===== config.mk =====
export PLATFORM = sky130hd
export DESIGN_NAME = shell_line_lexer_unit
export DESIGN_NICKNAME = d
export VERILOG_FILES = /design/src/sv/sll_pkg.sv /design/src/sv/shell_line_lexer_unit.sv
export SDC_FILE = /design/constraint.sdc
export NUM_CORES = 1
export LEC_CHECK = 0
export ABC_CLOCK_PERIOD_IN_PS = 4400
export BUFFER_PORTS_ARGS = -buffer_cell sky130_fd_sc_hd__buf_4
export CAP_MARGIN = 20
export CORE_ASPECT_RATIO = 0.8
export CORE_UTILIZATION = 30
export DETAILED_ROUTE_END_ITERATION = 6
export HOLD_SLACK_MARGIN = 0.02
export PLACE_DENSITY = 0.45
export SYNTH_ARGS = -nofsm -noshare
export SYNTH_HDL_FRONTEND = slang
export SYNTH_SLANG_ARGS = --single-unit
export TNS_END_PERCENT = 10

===== constraint.sdc =====
create_clock -name clk -period 4.4 [get_ports clk]
set_input_delay 0.44 -clock clk [delete_from_list [all_inputs] [get_ports clk]]
set_output_delay 0.44 -clock clk [all_outputs]
set_load 0.01 [all_outputs]

===== src/sv/sll_pkg.sv =====
`timescale 1ns / 1ps
// Package for the shell line lexer: result beat type, token kinds, byte codes
// and byte classification helpers. Depends on nothing.
package sll_pkg;

    typedef logic [3:0] kind_t;

    localparam kind_t KIND_IDENT   = 4'd0;
    localparam kind_t KIND_LABEL   = 4'd1;
    localparam kind_t KIND_NUMBER  = 4'd2;
    localparam kind_t KIND_STRING  = 4'd3;
    localparam kind_t KIND_LPAREN  = 4'd4;
    localparam kind_t KIND_RPAREN  = 4'd5;
    localparam kind_t KIND_COMMA   = 4'd6;
    localparam kind_t KIND_DOT     = 4'd7;
    localparam kind_t KIND_EQUAL   = 4'd8;
    localparam kind_t KIND_PIPE    = 4'd9;
    localparam kind_t KIND_LESS    = 4'd10;
    localparam kind_t KIND_GREATER = 4'd11;

    localparam logic [7:0] CH_HASH    = 8'h23;
    localparam logic [7:0] CH_BSLASH  = 8'h5C;
    localparam logic [7:0] CH_QUOTE   = 8'h22;
    localparam logic [7:0] CH_DASH    = 8'h2D;
    localparam logic [7:0] CH_N       = 8'h6E;
    localparam logic [7:0] CH_R       = 8'h72;
    localparam logic [7:0] CH_T       = 8'h74;
    localparam logic [7:0] CH_LF      = 8'h0A;
    localparam logic [7:0] CH_CR      = 8'h0D;
    localparam logic [7:0] CH_TAB     = 8'h09;
    localparam logic [7:0] CH_SPACE   = 8'h20;
    localparam logic [7:0] CH_DOT     = 8'h2E;
    localparam logic [7:0] CH_ZERO    = 8'h30;
    localparam logic [7:0] CH_NINE    = 8'h39;
    localparam logic [7:0] CH_LPAREN  = 8'h28;
    localparam logic [7:0] CH_RPAREN  = 8'h29;
    localparam logic [7:0] CH_COMMA   = 8'h2C;
    localparam logic [7:0] CH_EQUAL   = 8'h3D;
    localparam logic [7:0] CH_PIPE    = 8'h7C;
    localparam logic [7:0] CH_LESS    = 8'h3C;
    localparam logic [7:0] CH_GREATER = 8'h3E;

    // One result beat.
    typedef struct packed {
        kind_t      kind;
        logic [7:0] ch;
        logic       cv;
        logic       st;
        logic       en;
        logic       lst;
    } item_t;

    // Operator kind of a byte, or KIND_IDENT when it is no operator.
    function automatic kind_t op_kind(logic [7:0] c);
        kind_t k;
        unique case (c)
            CH_LPAREN:  k = KIND_LPAREN;
            CH_RPAREN:  k = KIND_RPAREN;
            CH_COMMA:   k = KIND_COMMA;
            CH_DOT:     k = KIND_DOT;
            CH_EQUAL:   k = KIND_EQUAL;
            CH_PIPE:    k = KIND_PIPE;
            CH_LESS:    k = KIND_LESS;
            CH_GREATER: k = KIND_GREATER;
            default:    k = KIND_IDENT;
        endcase
        return k;
    endfunction

    function automatic logic is_space(logic [7:0] c);
        return (c == CH_SPACE) || (c == CH_TAB) || (c == CH_CR) || (c == CH_LF);
    endfunction

    function automatic logic is_digit(logic [7:0] c);
        return (c >= CH_ZERO) && (c <= CH_NINE);
    endfunction

endpackage


===== src/sv/shell_line_lexer_unit.sv =====
`timescale 1ns / 1ps
// Shell line lexer top level: input register, lexer step logic and a result queue.
// Depends on sll_pkg.
// A byte passes through the input register, and its result beats are offered from the result queue.
// Input: one beat per cycle while the result queue has room for two beats; a byte that
// yields two results uses the single output port twice, so that port sets the sustained rate.
// Reset clears the lexer state and empties the input register and the result queue.
module shell_line_lexer_unit (
    input  logic       clk,
    input  logic       rst_n,
    input  logic       in_valid,
    output logic       in_stall,
    input  logic [7:0] text_char,
    input  logic       char_valid,
    input  logic       line_end,
    output logic       out_valid,
    input  logic       out_stall,
    output logic [3:0] token_kind_out,
    output logic [7:0] out_char,
    output logic       out_char_valid,
    output logic       token_start,
    output logic       token_end,
    output logic       last
);

    typedef enum logic [2:0] {
        MODE_WS,
        MODE_IDENT,
        MODE_NUM,
        MODE_STR,
        MODE_COMMENT
    } mode_t;

    typedef struct packed {
        sll_pkg::item_t it0;
        sll_pkg::item_t it1;
        logic [1:0]     cnt;
    } emit_list_t;

    // Appends a beat; a third beat can never occur for one byte.
    function automatic emit_list_t push(emit_list_t l, sll_pkg::item_t x);
        emit_list_t r;
        r = l;
        if (l.cnt == 2'd0)
        begin
            r.it0 = x;
            r.cnt = 2'd1;
        end
        else if (l.cnt == 2'd1)
        begin
            r.it1 = x;
            r.cnt = 2'd2;
        end
        return r;
    endfunction

    function automatic sll_pkg::item_t mk_item(sll_pkg::kind_t k, logic [7:0] c, logic cv,
                                               logic st, logic en);
        sll_pkg::item_t x;
        x.kind = k;
        x.ch   = cv ? c : 8'd0;
        x.cv   = cv;
        x.st   = st;
        x.en   = en;
        x.lst  = 1'b0;
        return x;
    endfunction

    // Input register.
    logic       in_full_reg, in_full_next;
    logic [7:0] in_char_reg;
    logic       in_cv_reg;
    logic       in_le_reg;

    // Lexer state.
    mode_t          mode_reg, mode_next;
    logic           esc_reg, esc_next;
    sll_pkg::kind_t kind_reg, kind_next;
    logic           begun_reg, begun_next;

    // Result queue.
    sll_pkg::item_t fifo_reg [4];
    logic [1:0]     wr_ptr_reg, wr_ptr_next;
    logic [1:0]     rd_ptr_reg, rd_ptr_next;
    logic [2:0]     count_reg, count_next;

    logic           can_take;
    logic           do_step;
    logic           in_accept;
    logic           out_pop;
    emit_list_t     list;
    logic           open_c;
    logic [7:0]     c;
    logic [7:0]     esc_c;
    sll_pkg::kind_t opk;
    logic           sp;
    logic           dig;

    // Room for two beats is needed before a byte is worked on.
    assign can_take  = (count_reg <= 3'd2);
    assign do_step   = in_full_reg && can_take;
    assign in_stall  = in_full_reg && !can_take;
    assign in_accept = in_valid && !in_stall;
    assign out_valid = (count_reg != 3'd0);
    assign out_pop   = out_valid && !out_stall;

    assign c   = in_char_reg;
    assign opk = sll_pkg::op_kind(in_char_reg);
    assign sp  = sll_pkg::is_space(in_char_reg);
    assign dig = sll_pkg::is_digit(in_char_reg);

    always_comb
    begin
        mode_next  = mode_reg;
        esc_next   = esc_reg;
        kind_next  = kind_reg;
        begun_next = begun_reg;
        list       = '0;
        open_c     = 1'b0;
        esc_c      = c;

        if (do_step && in_cv_reg)
        begin
            unique case (mode_reg) inside
                MODE_IDENT, MODE_NUM:
                begin
                    if ((mode_reg == MODE_IDENT && (dig || (opk == sll_pkg::KIND_IDENT && !sp &&
                            c != sll_pkg::CH_QUOTE && c != sll_pkg::CH_HASH))) ||
                        (mode_reg == MODE_NUM && (dig || c == sll_pkg::CH_DOT)))
                    begin
                        list = push(list, mk_item(kind_reg, c, 1'b1, !begun_reg, 1'b0));
                        begun_next = 1'b1;
                        open_c = 1'b1;
                    end
                    else
                    begin
                        // Close the word, then treat the byte as in whitespace.
                        list = push(list, mk_item(kind_reg, 8'd0, 1'b0, !begun_reg, 1'b1));
                        begun_next = 1'b0;
                        mode_next = MODE_WS;
                        if (c == sll_pkg::CH_QUOTE)
                        begin
                            mode_next = MODE_STR;
                            kind_next = sll_pkg::KIND_STRING;
                            esc_next  = 1'b0;
                        end
                        else if (c == sll_pkg::CH_HASH)
                        begin
                            mode_next = MODE_COMMENT;
                        end
                        else if (opk != sll_pkg::KIND_IDENT)
                        begin
                            list = push(list, mk_item(opk, c, 1'b1, 1'b1, 1'b1));
                        end
                        else if (!sp)
                        begin
                            mode_next = MODE_IDENT;
                            kind_next = (c == sll_pkg::CH_DASH) ? sll_pkg::KIND_LABEL
                                                                : sll_pkg::KIND_IDENT;
                            esc_next  = 1'b0;
                            list = push(list, mk_item(kind_next, c, 1'b1, 1'b1, 1'b0));
                            begun_next = 1'b1;
                            open_c = 1'b1;
                        end
                    end
                end
                MODE_STR:
                begin
                    if (esc_reg)
                    begin
                        esc_next = 1'b0;
                        if (c == sll_pkg::CH_N)
                            esc_c = sll_pkg::CH_LF;
                        else if (c == sll_pkg::CH_R)
                            esc_c = sll_pkg::CH_CR;
                        else if (c == sll_pkg::CH_T)
                            esc_c = sll_pkg::CH_TAB;
                        list = push(list, mk_item(kind_reg, esc_c, 1'b1, !begun_reg, 1'b0));
                        begun_next = 1'b1;
                        open_c = 1'b1;
                    end
                    else if (c == sll_pkg::CH_BSLASH)
                    begin
                        esc_next = 1'b1;
                    end
                    else if (c == sll_pkg::CH_QUOTE)
                    begin
                        list = push(list, mk_item(kind_reg, 8'd0, 1'b0, !begun_reg, 1'b1));
                        begun_next = 1'b0;
                        mode_next = MODE_WS;
                    end
                    else
                    begin
                        list = push(list, mk_item(kind_reg, c, 1'b1, !begun_reg, 1'b0));
                        begun_next = 1'b1;
                        open_c = 1'b1;
                    end
                end
                MODE_COMMENT:
                begin
                end
                default:
                begin
                    mode_next = MODE_WS;
                    if (c == sll_pkg::CH_QUOTE)
                    begin
                        mode_next  = MODE_STR;
                        kind_next  = sll_pkg::KIND_STRING;
                        begun_next = 1'b0;
                        esc_next   = 1'b0;
                    end
                    else if (dig)
                    begin
                        mode_next = MODE_NUM;
                        kind_next = sll_pkg::KIND_NUMBER;
                        esc_next  = 1'b0;
                        list = push(list, mk_item(sll_pkg::KIND_NUMBER, c, 1'b1, 1'b1, 1'b0));
                        begun_next = 1'b1;
                        open_c = 1'b1;
                    end
                    else if (c == sll_pkg::CH_HASH)
                    begin
                        mode_next = MODE_COMMENT;
                    end
                    else if (opk != sll_pkg::KIND_IDENT)
                    begin
                        list = push(list, mk_item(opk, c, 1'b1, 1'b1, 1'b1));
                    end
                    else if (!sp)
                    begin
                        mode_next = MODE_IDENT;
                        kind_next = (c == sll_pkg::CH_DASH) ? sll_pkg::KIND_LABEL
                                                            : sll_pkg::KIND_IDENT;
                        esc_next  = 1'b0;
                        list = push(list, mk_item(kind_next, c, 1'b1, 1'b1, 1'b0));
                        begun_next = 1'b1;
                        open_c = 1'b1;
                    end
                end
            endcase
        end

        if (do_step && in_le_reg)
        begin
            if (mode_next == MODE_IDENT || mode_next == MODE_NUM || mode_next == MODE_STR)
            begin
                // A character just added carries the end mark itself.
                if (open_c && list.cnt == 2'd1)
                    list.it0.en = 1'b1;
                else if (open_c && list.cnt == 2'd2)
                    list.it1.en = 1'b1;
                else
                    list = push(list, mk_item(kind_next, 8'd0, 1'b0, !begun_next, 1'b1));
            end
            mode_next  = MODE_WS;
            esc_next   = 1'b0;
            begun_next = 1'b0;
        end

        if (list.cnt == 2'd1)
            list.it0.lst = 1'b1;
        else if (list.cnt == 2'd2)
            list.it1.lst = 1'b1;
    end

    always_comb
    begin
        in_full_next = in_full_reg;
        if (in_accept)
            in_full_next = 1'b1;
        else if (do_step)
            in_full_next = 1'b0;

        wr_ptr_next = wr_ptr_reg + {1'b0, list.cnt != 2'd0} + {1'b0, list.cnt == 2'd2};
        rd_ptr_next = rd_ptr_reg + {1'b0, out_pop};
        count_next  = count_reg + {1'b0, list.cnt} - {2'b00, out_pop};
    end

    always_ff @(posedge clk or negedge rst_n)
    begin
        if (!rst_n)
        begin
            in_full_reg <= 1'b0;
            mode_reg    <= MODE_WS;
            esc_reg     <= 1'b0;
            kind_reg    <= sll_pkg::KIND_IDENT;
            begun_reg   <= 1'b0;
            wr_ptr_reg  <= 2'd0;
            rd_ptr_reg  <= 2'd0;
            count_reg   <= 3'd0;
        end
        else
        begin
            in_full_reg <= in_full_next;
            mode_reg    <= mode_next;
            esc_reg     <= esc_next;
            kind_reg    <= kind_next;
            begun_reg   <= begun_next;
            wr_ptr_reg  <= wr_ptr_next;
            rd_ptr_reg  <= rd_ptr_next;
            count_reg   <= count_next;
        end
    end

    always_ff @(posedge clk)
    begin
        if (in_accept)
        begin
            in_char_reg <= text_char;
            in_cv_reg   <= char_valid;
            in_le_reg   <= line_end;
        end
        if (list.cnt != 2'd0)
            fifo_reg[wr_ptr_reg] <= list.it0;
        if (list.cnt == 2'd2)
            fifo_reg[wr_ptr_reg + 2'd1] <= list.it1;
    end

    assign token_kind_out = fifo_reg[rd_ptr_reg].kind;
    assign out_char       = fifo_reg[rd_ptr_reg].ch;
    assign out_char_valid = fifo_reg[rd_ptr_reg].cv;
    assign token_start    = fifo_reg[rd_ptr_reg].st;
    assign token_end      = fifo_reg[rd_ptr_reg].en;
    assign last           = fifo_reg[rd_ptr_reg].lst;

endmodule

Word level (Yosys, flattened, before mapping)
Memory sizes are Yosys's and may differ from the RTL's.
Cells that the tools add are included.
- bits in registers: 27
- RAM bits: 64
- input bits: 14
- output and inout port bits: 18
- word-level logic and storage cells: 203
- memories: 1
- memory list (memory ; words ; bits a word ; read ports ; clocked after Yosys merged registers in ; write ports ; RTL line ; text):
    fifo_reg ; 4 ; 16 ; 1 ; 0 ; 2 ; shell_line_lexer_unit.sv:82 ; sll_pkg::item_t fifo_reg [4];
- add/sub/neg operators: 6
- $lt $le $gt $ge: 3
- eq/ne operators: 35
- mux-type cells: 108
- reduce and logical (&&, ||, !) cells: 39
- operator list (kind ; count):
    two-way mux 34 bit ; 14
    case mux 34 bit (3 select lines) ; 1
    two-way mux 16 bit ; 6
    equality test 8 x 6 -> 1 bit, second input constant ; 11
    two-way mux 30 bit ; 2
    two-way mux 1 bit ; 45
    equality test 8 x 7 -> 1 bit, second input constant ; 5
    two-way mux 18 bit ; 2
    two-way mux 3 bit ; 11
    two-way mux 4 bit ; 8
    case mux 4 bit (8 select lines) ; 1
    two-way mux 31 bit ; 1
    equality test 8 x 4 -> 1 bit, second input constant ; 3
    two-way mux 8 bit ; 3
    two-way mux 19 bit ; 1
    inequality test 8 x 6 -> 1 bit, second input constant ; 2
    two-way mux 15 bit ; 1
    logical AND 1 bit ; 14
    two-way mux 14 bit ; 1
    equality test 3 x 2 -> 1 bit, second input constant ; 4
    two-way mux 2 bit ; 6
    case mux 1 bit (3 select lines) ; 3
    case mux 3 bit (3 select lines) ; 1
    >= comparator 8 x 6 -> 1 bit, second input constant ; 1
    22 further kinds ; 44

Logic depth before layout (Yosys ltp)
Gate-level depths: netlist (run 1).
- depth after elaboration: 34
- mapped depth: 20
- gate-level depth less buffers: 18

Worst setup path after synthesis (run 1)
OpenSTA, ideal clock, no wires.
- path type: reg2reg
- start point: register in_char_reg[7] (netlist: c[7])
- end point: memory fifo_reg[1][0] (netlist bit), enable pin
- library setup time: 0.388 ns
- arrival time: 3.774 ns
- required time: 4.012 ns
- setup slack: 0.237 ns
- cell stages (with the launch flop): 14
- path buffers: 1
- period minus slack after synthesis: 4.163 ns
- path through: edfxtp_1 -> buf_2 -> nor3_1 -> nor3b_1 -> a32o_1 -> o221ai_1 -> o31ai_1 -> inv_1 -> ha_1 -> nand2_1 -> nand2_1 -> a21oi_1 -> o21ai_0 -> nor2_1
- RTL lines (item ; RTL line ; text):
    start, declared ; shell_line_lexer_unit.sv:71 ; logic [7:0] in_char_reg;
    start signal, assigned ; shell_line_lexer_unit.sv:309 ; in_char_reg <= text_char;
    end, declared ; shell_line_lexer_unit.sv:82 ;

Final worst setup path (run 1)
- start point: register in_char_reg[1] (netlist: c[1])
- end point: register count_reg[2]
- cells in the longest elaborated chain, start to end: 23
- elaborated cells on any way between the ends: 91
- those cells by class: 2 x add/sub; 2 x order compare; 22 x eq/ne; 45 x mux; 20 x reduce/logical
- ends and longest elaborated chain (item ; RTL line ; text):
    branches (longest 20 deep; another with two-way mux 34 bit) ; -- ;
    two-way mux 34 bit * ; shell_line_lexer_unit.sv:243 ; if (do_step && in_le_reg)
    adder 3 x 2 -> 3 bit * ; shell_line_lexer_unit.sv:276 ; count_next = count_reg + {1'b0, list.cnt} - {2'b00, out_pop};
    subtractor 3 x 1 -> 3 bit * ; shell_line_lexer_unit.sv:276 ;
    net count_next[2] ; shell_line_lexer_unit.sv:85 ; logic [2:0] count_reg, count_next;
    end signal, assigned ; shell_line_lexer_unit.sv:301 ; count_reg <= count_next;
    end, declared ; shell_line_lexer_unit.sv:85 ;
Mark *: on every way through the listed nets, which the timed path passes.
A chain may end at the register's enable or synchronous reset.

==> impl_results.md, run 1 <==
* Power Density at 611 mW/mm2
* R2R depth at 17
* Min Tclk post-route at 4180 ps
* Cell area after synthesis at 0.00580 mm2
* Drt drc at 2
* CP Capture Type: flip-flop
* CP max-delay cell: edfxtp_1
* Synth async-reset ratio at 0.187
* Worst hold path stage count at 1
* Synthesized instance count at 539
* Arrival @ worst endpoint at 4410 ps
* Pre-CTS setup slack at -31.0 ps
* Failing checks: DRC
* Largest fanout on the critical path at 12
* CTS H-Tree Depth at 3
* Count of flip-flops with a built-in enable after synthesis at 74
* Vias in the first global route at 4612
* Vias per cell at 5.41
* Share of layout cells above drive strength 1 at 0.229
* Slowest cell delay on critical path at 550 ps
* Antenna violations before repair at 0
* Full die area at 0.0199 mm2
* MaxCap Viol Count at 0
* Worst hold path startpoint: text_char[6]
* Largest net degree at the start of global routing at 27
* Setup WS post-layout at 225 ps
* CTS tree: yes
* Max Freq at 240 MHz
* Design Power at 4.21 mW
* ANT nets after route at 0
* Nets at 607
* Worst path required time at 4630 ps
* Area grow syn2layout at 18.8%
* Clock Sinks at 91
* Startpoint types: flip-flop
* Dominant synthesized flop cell: edfxtp_1
* Ports at 32
* Worst min path class: primary input to flip-flop
* Final setup viols at 0
* Global-route wire length before repair at 27000 um
* WHS Endpoint: c[6]
* Leak at 2.44 nW
* Synthesized flop and latch total at 91
* Crit Reg-Reg Startpoint: c[1]
* Max IR drop VDD at 0.239 mV
* DP HPWL at 12300 um
* WS Path Type: flip-flop to flip-flop
* Yosys top cell by area: edfxtp_1
* Worst reg2reg path endpoint: count_reg[2]
* Starting Density at 0.306
* R2r setup slk at 220 ps
* Placer congestion estimate at 0.922
* Yosys top cell area share at 0.383
* Final Hold Fails at 0
* Clk slew on worst S/H paths at 70 ps
* Max reg flops at 64
* Warning count from the yosys run at 0
* Port Buf Inserts at 31
* First DRT Iteration DRCs at 398
* Hold_ws at 261 ps
* Mean Syn Cell Area at 10.8 um2
* Period utilization at 0.949
* Status: finished, violations left
* Syn nets at 561
* Routed WL at 17000 um
* Unrepaired setup endpoints after global routing: false
* CTS max path bufs at 2
* Most common cell in the netlist: edfxtp_1
* Die width at 157 um
* Register area share after synthesis at 0.457
* Max Slew Vio Count at 0
* DR vias at 4588
* Row count at 45
* Critical path buffer and inverter count at 4
* Wire per inst at 20.1 um
* Worst slew pin tran at 968 ps
* CP Cell Sequence: buf_4, or2_2, o41ai_4, a21oi_1, o31ai_4, inv_1, ha_1, nand2_1, nand2_1, a21oi_1, ha_1, inv_1, ha_1, inv_1, fa_1, xor2_1, xnor2_1
* Synth unique cells at 81
* DIE HEIGHT at 126 um
* Cts bufs inserted at 9
* Drt first pass iters at 7
* Antenna cells at 0
* Fin Clk Skew at 12.7 ps
* Slew margin rel. at 0.354
* Setup TNS Final at 0 ps
* Core Box Area at 0.0190 mm2
* Clock root buffer: clkbuf_16
* Global route total overflow at 0
* Crit-path leading delay family: compound AO/OA/AOI/OAI gates
* Worst-Skew Late Latency at 350 ps
* Commonest cells in the netlist: edfxtp_1 (74), nand2_1 (43), nor2_1 (37)
* Core Util, Final at 0.363
* Global-route usage over all layers at 0.182
* Largest cells by area after synthesis: edfxtp_1 (38%), dfrtp_1 (7.3%), mux4_2 (6.2%), mux2i_1 (5.2%), o21ai_0 (2.9%)
==> final cells by class <==
| type | count | area [um2] |
|---|---|---|
| multi-input combinational | 397 | 2970 |
| clock inverter | 5 | 61.3 |
| fill | 1895 | 12100 |
| sequential | 91 | 2650 |
| clock buffer | 11 | 233 |
| timing repair buffer | 71 | 598 |
| inverter | 15 | 56.3 |
| tap | 258 | 323 |
==> metrics by stage <==
stage                     std cells  cell area [um2]
final                           848             6890
after global routing            848             6890
after CTS                       842             6800
after detailed placement        825             6480
after global placement          825             6480
after floorplan                 539             5800
==> power by group <==
part           switching (mW)  internal [mW]
sequential              0.156           1.22
combinational            1.18          0.867
clock                   0.340          0.443
total                    1.67           2.53
==> metal layers <==
layer,global-route usage,share of wire,vias to the layer above
li1,-,-,2136
met1,0.263,0.49,2304
met2,0.270,0.44,134
met3,0.0451,0.058,14
met4,0.0457,0.0093,0
met5,0,0,-
==> cell usage in the layout, fill, tap and decap left out, drive strengths merged, types with 9 or more instances in the layout <==
cell type / count
nand2: 43
o21a: 9
buf: 70
mux2i: 30
nor2b: 9
nand2b: 15
a21oi: 30
a22oi: 9
clkbuf: 11
mux4: 16
dfrtp: 17
nand3: 25
nor2: 39
edfxtp: 74
inv: 15
o21ai: 42
nor3: 10
==> kinds of logic (layout without fill, tap and decap cells) <==
kind of cell               Yosys count  after routing  synth area share
and+or+nand+nor                    190            190             0.181
buffers and inverters               51            102            0.0412
AOI/OAI and AO/OA                  145            145             0.177
DFF                                 91             91             0.457
xor gates and xnor gates             8              8            0.0121
muxes                               46             46             0.114
adders and majority gates            8              8            0.0186
==> worst max-delay path by stage <==
| stage | slack, ps | depth (start not counted) | start | endpoint |
|---|---|---|---|---|
| 6_report | 220 | 17 | c[1] | count_reg[2] |
| 5_1_grt | 50 | 18 | c[1] | count_reg[2] |
| 3_5_place_dp | -30 | 17 | c[7] | count_reg[2] |
| 3_3_place_gp | 30 | 17 | mode_reg[1] | count_reg[2] |
| 2_1_floorplan | 240 | 13 | c[7] | fifo_reg[1][0] |
| 4_1_cts | 80 | 17 | c[7] | count_reg[2] |
==> timing repair <==
item / 4_1_cts / 5_1_grt
hold buffers: 1 / 0
endpoints found under the setup margin: 1 / 16
pin swaps: 0 / 1
hold endpoints to repair: 17 / 0
setup buffers: 0 / 6
gates resized for setup: 2 / 6
Power figures use the tool's default switching activity.
==> run 2: changes to the inputs <==
--- a/config.mk
+++ b/config.mk
@@ -13,6 +13,7 @@
 export DETAILED_ROUTE_END_ITERATION = 6
 export HOLD_SLACK_MARGIN = 0.02
 export PLACE_DENSITY = 0.45
+export SETUP_SLACK_MARGIN = 0.5
 export SYNTH_ARGS = -nofsm -noshare
 export SYNTH_HDL_FRONTEND = slang
 export SYNTH_SLANG_ARGS = --single-unit
==> impl_results.md, run 2 (same netlist as run 1, synthesis figures left out) <==
* Most frequent cells in the layout: buf_4 (118), edfxtp_1 (74), nand2_1 (41), nor2_1 (34), o21ai_0 (31)
* Nets at 661 (+8.9%)
* Final Hold Fails at 0 (unchanged)
* Leak at 2.76 nW (+13%)
* Hold_ws at 253 ps (-7.34 ps)
* Dpl cell area at 0.00653 mm2 (+0.81%)
* First DRT Iteration DRCs at 413 (+3.8%)
* Largest fanout on the critical path at 9 (-3)
* Setup TNS Final at 0 ps (unchanged)
* Drt first pass iters at 5 (-2)
* Clk slew on worst S/H paths at 70 ps (about the same)
* Worst min path class: primary input to flip-flop
* Max IR drop VDD at 0.248 mV (+3.7%)
* Vias in the first global route at 4804 (+4.2%)
* Largest net degree at the start of global routing at 27 (unchanged)
* Slew margin rel. at 0.378 (+0.0232)
* Status: finished, final reports clean
* Min Tclk post-route at 3780 ps (-394 ps)
* CTS tree: yes
* Share of layout cells above drive strength 1 at 0.340 (+0.111)
* CTS H-Tree Depth at 3 (unchanged)
* DIE HEIGHT at 126 um (unchanged)
* Max reg flops at 64 (unchanged)
* Row count at 45 (unchanged)
* Die width at 157 um (unchanged)
* DP HPWL at 12800 um (+3.8%)
* Max Slew Vio Count at 0 (unchanged)
* Most common cell after layout, fill and taps aside: buf_4
* Core Box Area at 0.0190 mm2 (unchanged)
* Cell area after layout at 0.00745 mm2 (+8.1%)
* Wire per inst at 20.3 um (+1.1%)
* Starting Density at 0.306 (unchanged)
* Drt drc at 0 (-2)
* Clock Sinks at 91 (unchanged)
* Global-route wire length before repair at 28100 um (+4.1%)
* Global-route usage over all layers at 0.191 (+0.00938)
* ANT nets after route at 0 (unchanged)
* Max Freq at 264 MHz (+10%)
* Setup WS post-layout at 618 ps (+394 ps)
* Arrival @ worst endpoint at 4030 ps (-380 ps)
* Port Buf Inserts at 31 (unchanged)
* Clock root buffer: clkbuf_16
* Unrepaired setup endpoints after global routing: true
* Worst-Skew Late Latency at 360 ps (about the same)
* DR vias at 4857 (+5.9%)
* CP Capture Type: flip-flop
* Full die area at 0.0199 mm2 (unchanged)
* Period utilization at 0.859 (-0.0894)
* Startpoint types: flip-flop
* Fin Clk Skew at 6.82 ps (-5.91 ps)
* Area grow syn2layout at 28.4%
* Vias per cell at 5.38 (-0.47%)
* Global route total overflow at 0 (unchanged)
* Worst path required time at 4650 ps (+20 ps)
* WS Path Type: flip-flop to flip-flop
* Fill cell count at 1853 (-2.2%)
* MaxCap Viol Count at 0 (unchanged)
* Final setup viols at 0 (unchanged)
* Core Util, Final at 0.392 (+0.0295)
* Pre-CTS setup slack at 187 ps (+218 ps)
* Power Density at 609 mW/mm2 (-0.19%)
* Antenna violations before repair at 0 (unchanged)
* Ports at 32 (unchanged)
* Routed WL at 18300 um (+7.6%)
* Antenna cells at 0 (unchanged)
* Worst slew pin tran at 934 ps (-34.8 ps)
* Placer congestion estimate at 0.878 (-4.7%)
* Cts bufs inserted at 9 (unchanged)
* CTS max path bufs at 2 (unchanged)
## run 2: cell count changes in the layout (fill, tap and decap cells not counted), moves of 3 or more
cell / change
a21oi_1: -5
nor2_1: -3
buf_4: +53
and2_1: -3
a21oi_2: +5
o21ai_0: -3
## run 2: power breakdown
part	leakage, nW	switching (mW)	internal (mW)
clock network	0.155	0.369	0.506
logic	1.70	1.26	1.02
registers	0.904	0.154	1.22
total	2.76	1.79	2.75
## run 2: worst paths after layout
path | startpoint | to | slack (ps) | depth (start not counted)
worst max-delay path | c[0] | count_reg[2] | 620 | 16
max in group asynchronous | rst_n | kind_reg[2] | 3660 | 2
worst max register to register | c[0] | count_reg[2] | 620 | 16
worst min-delay path | text_char[7] | c[7] | 250 | 1
worst min register to register | count_reg[2] | count_reg[2] | 520 | 1
min in group asynchronous | rst_n | wr_ptr_reg[1] | 510 | 2
## run 2: metal layers
metal	wire length [um]	vias to the layer above	part of all wire	track usage
li1	-	2242	-	-
met1	8570	2436	0.47	0.272
met2	8380	159	0.46	0.291
met3	1130	20	0.062	0.0454
met4	207	0	0.011	0.0468
met5	0	-	0	0
## run 2: final cells by class
cell class,instances,area (um2),share of cell area
clock inverter,6,96.3,0.0129
clock buffer,10,229,0.0307
multi-input combinational,397,3100,0.416
sequential,91,2650,0.356
inverter,15,56.3,0.00756
tap,258,323,0.0433
timing repair buffer,125,998,0.134
## run 2: critical path, cell delays in order (launching register included)
cell and delay (ps):
edfxtp_1 420, buf_4 190, buf_4 180, mux2i_1 220, nand3_2 170, nand3_1 190
nand2_1 80, or3_4 420, ha_2 230, nand2_2 110, nand2_1 90, buf_4 170
o21a_1 170, ha_1 300, fa_1 430, xor2_1 180, xnor2_1 120
## run 2: per-stage QoR
stage | total power [mW] | std cells
after global placement | 3.45 | 831
final | 4.54 | 902
after CTS | 4.42 | 873
after detailed placement | 3.45 | 831
after floorplan | 2.65 | 539
after global routing | 4.83 | 902
## run 2: what timing repair did
item / in CTS / in global routing
endpoints found under the setup margin: 105 / 117
hold endpoints to repair: 17 / 0
pin swaps: 5 / 16
resized for setup: 16 / 24
hold buffers: 1 / 0
buffers inserted: 25 / 29
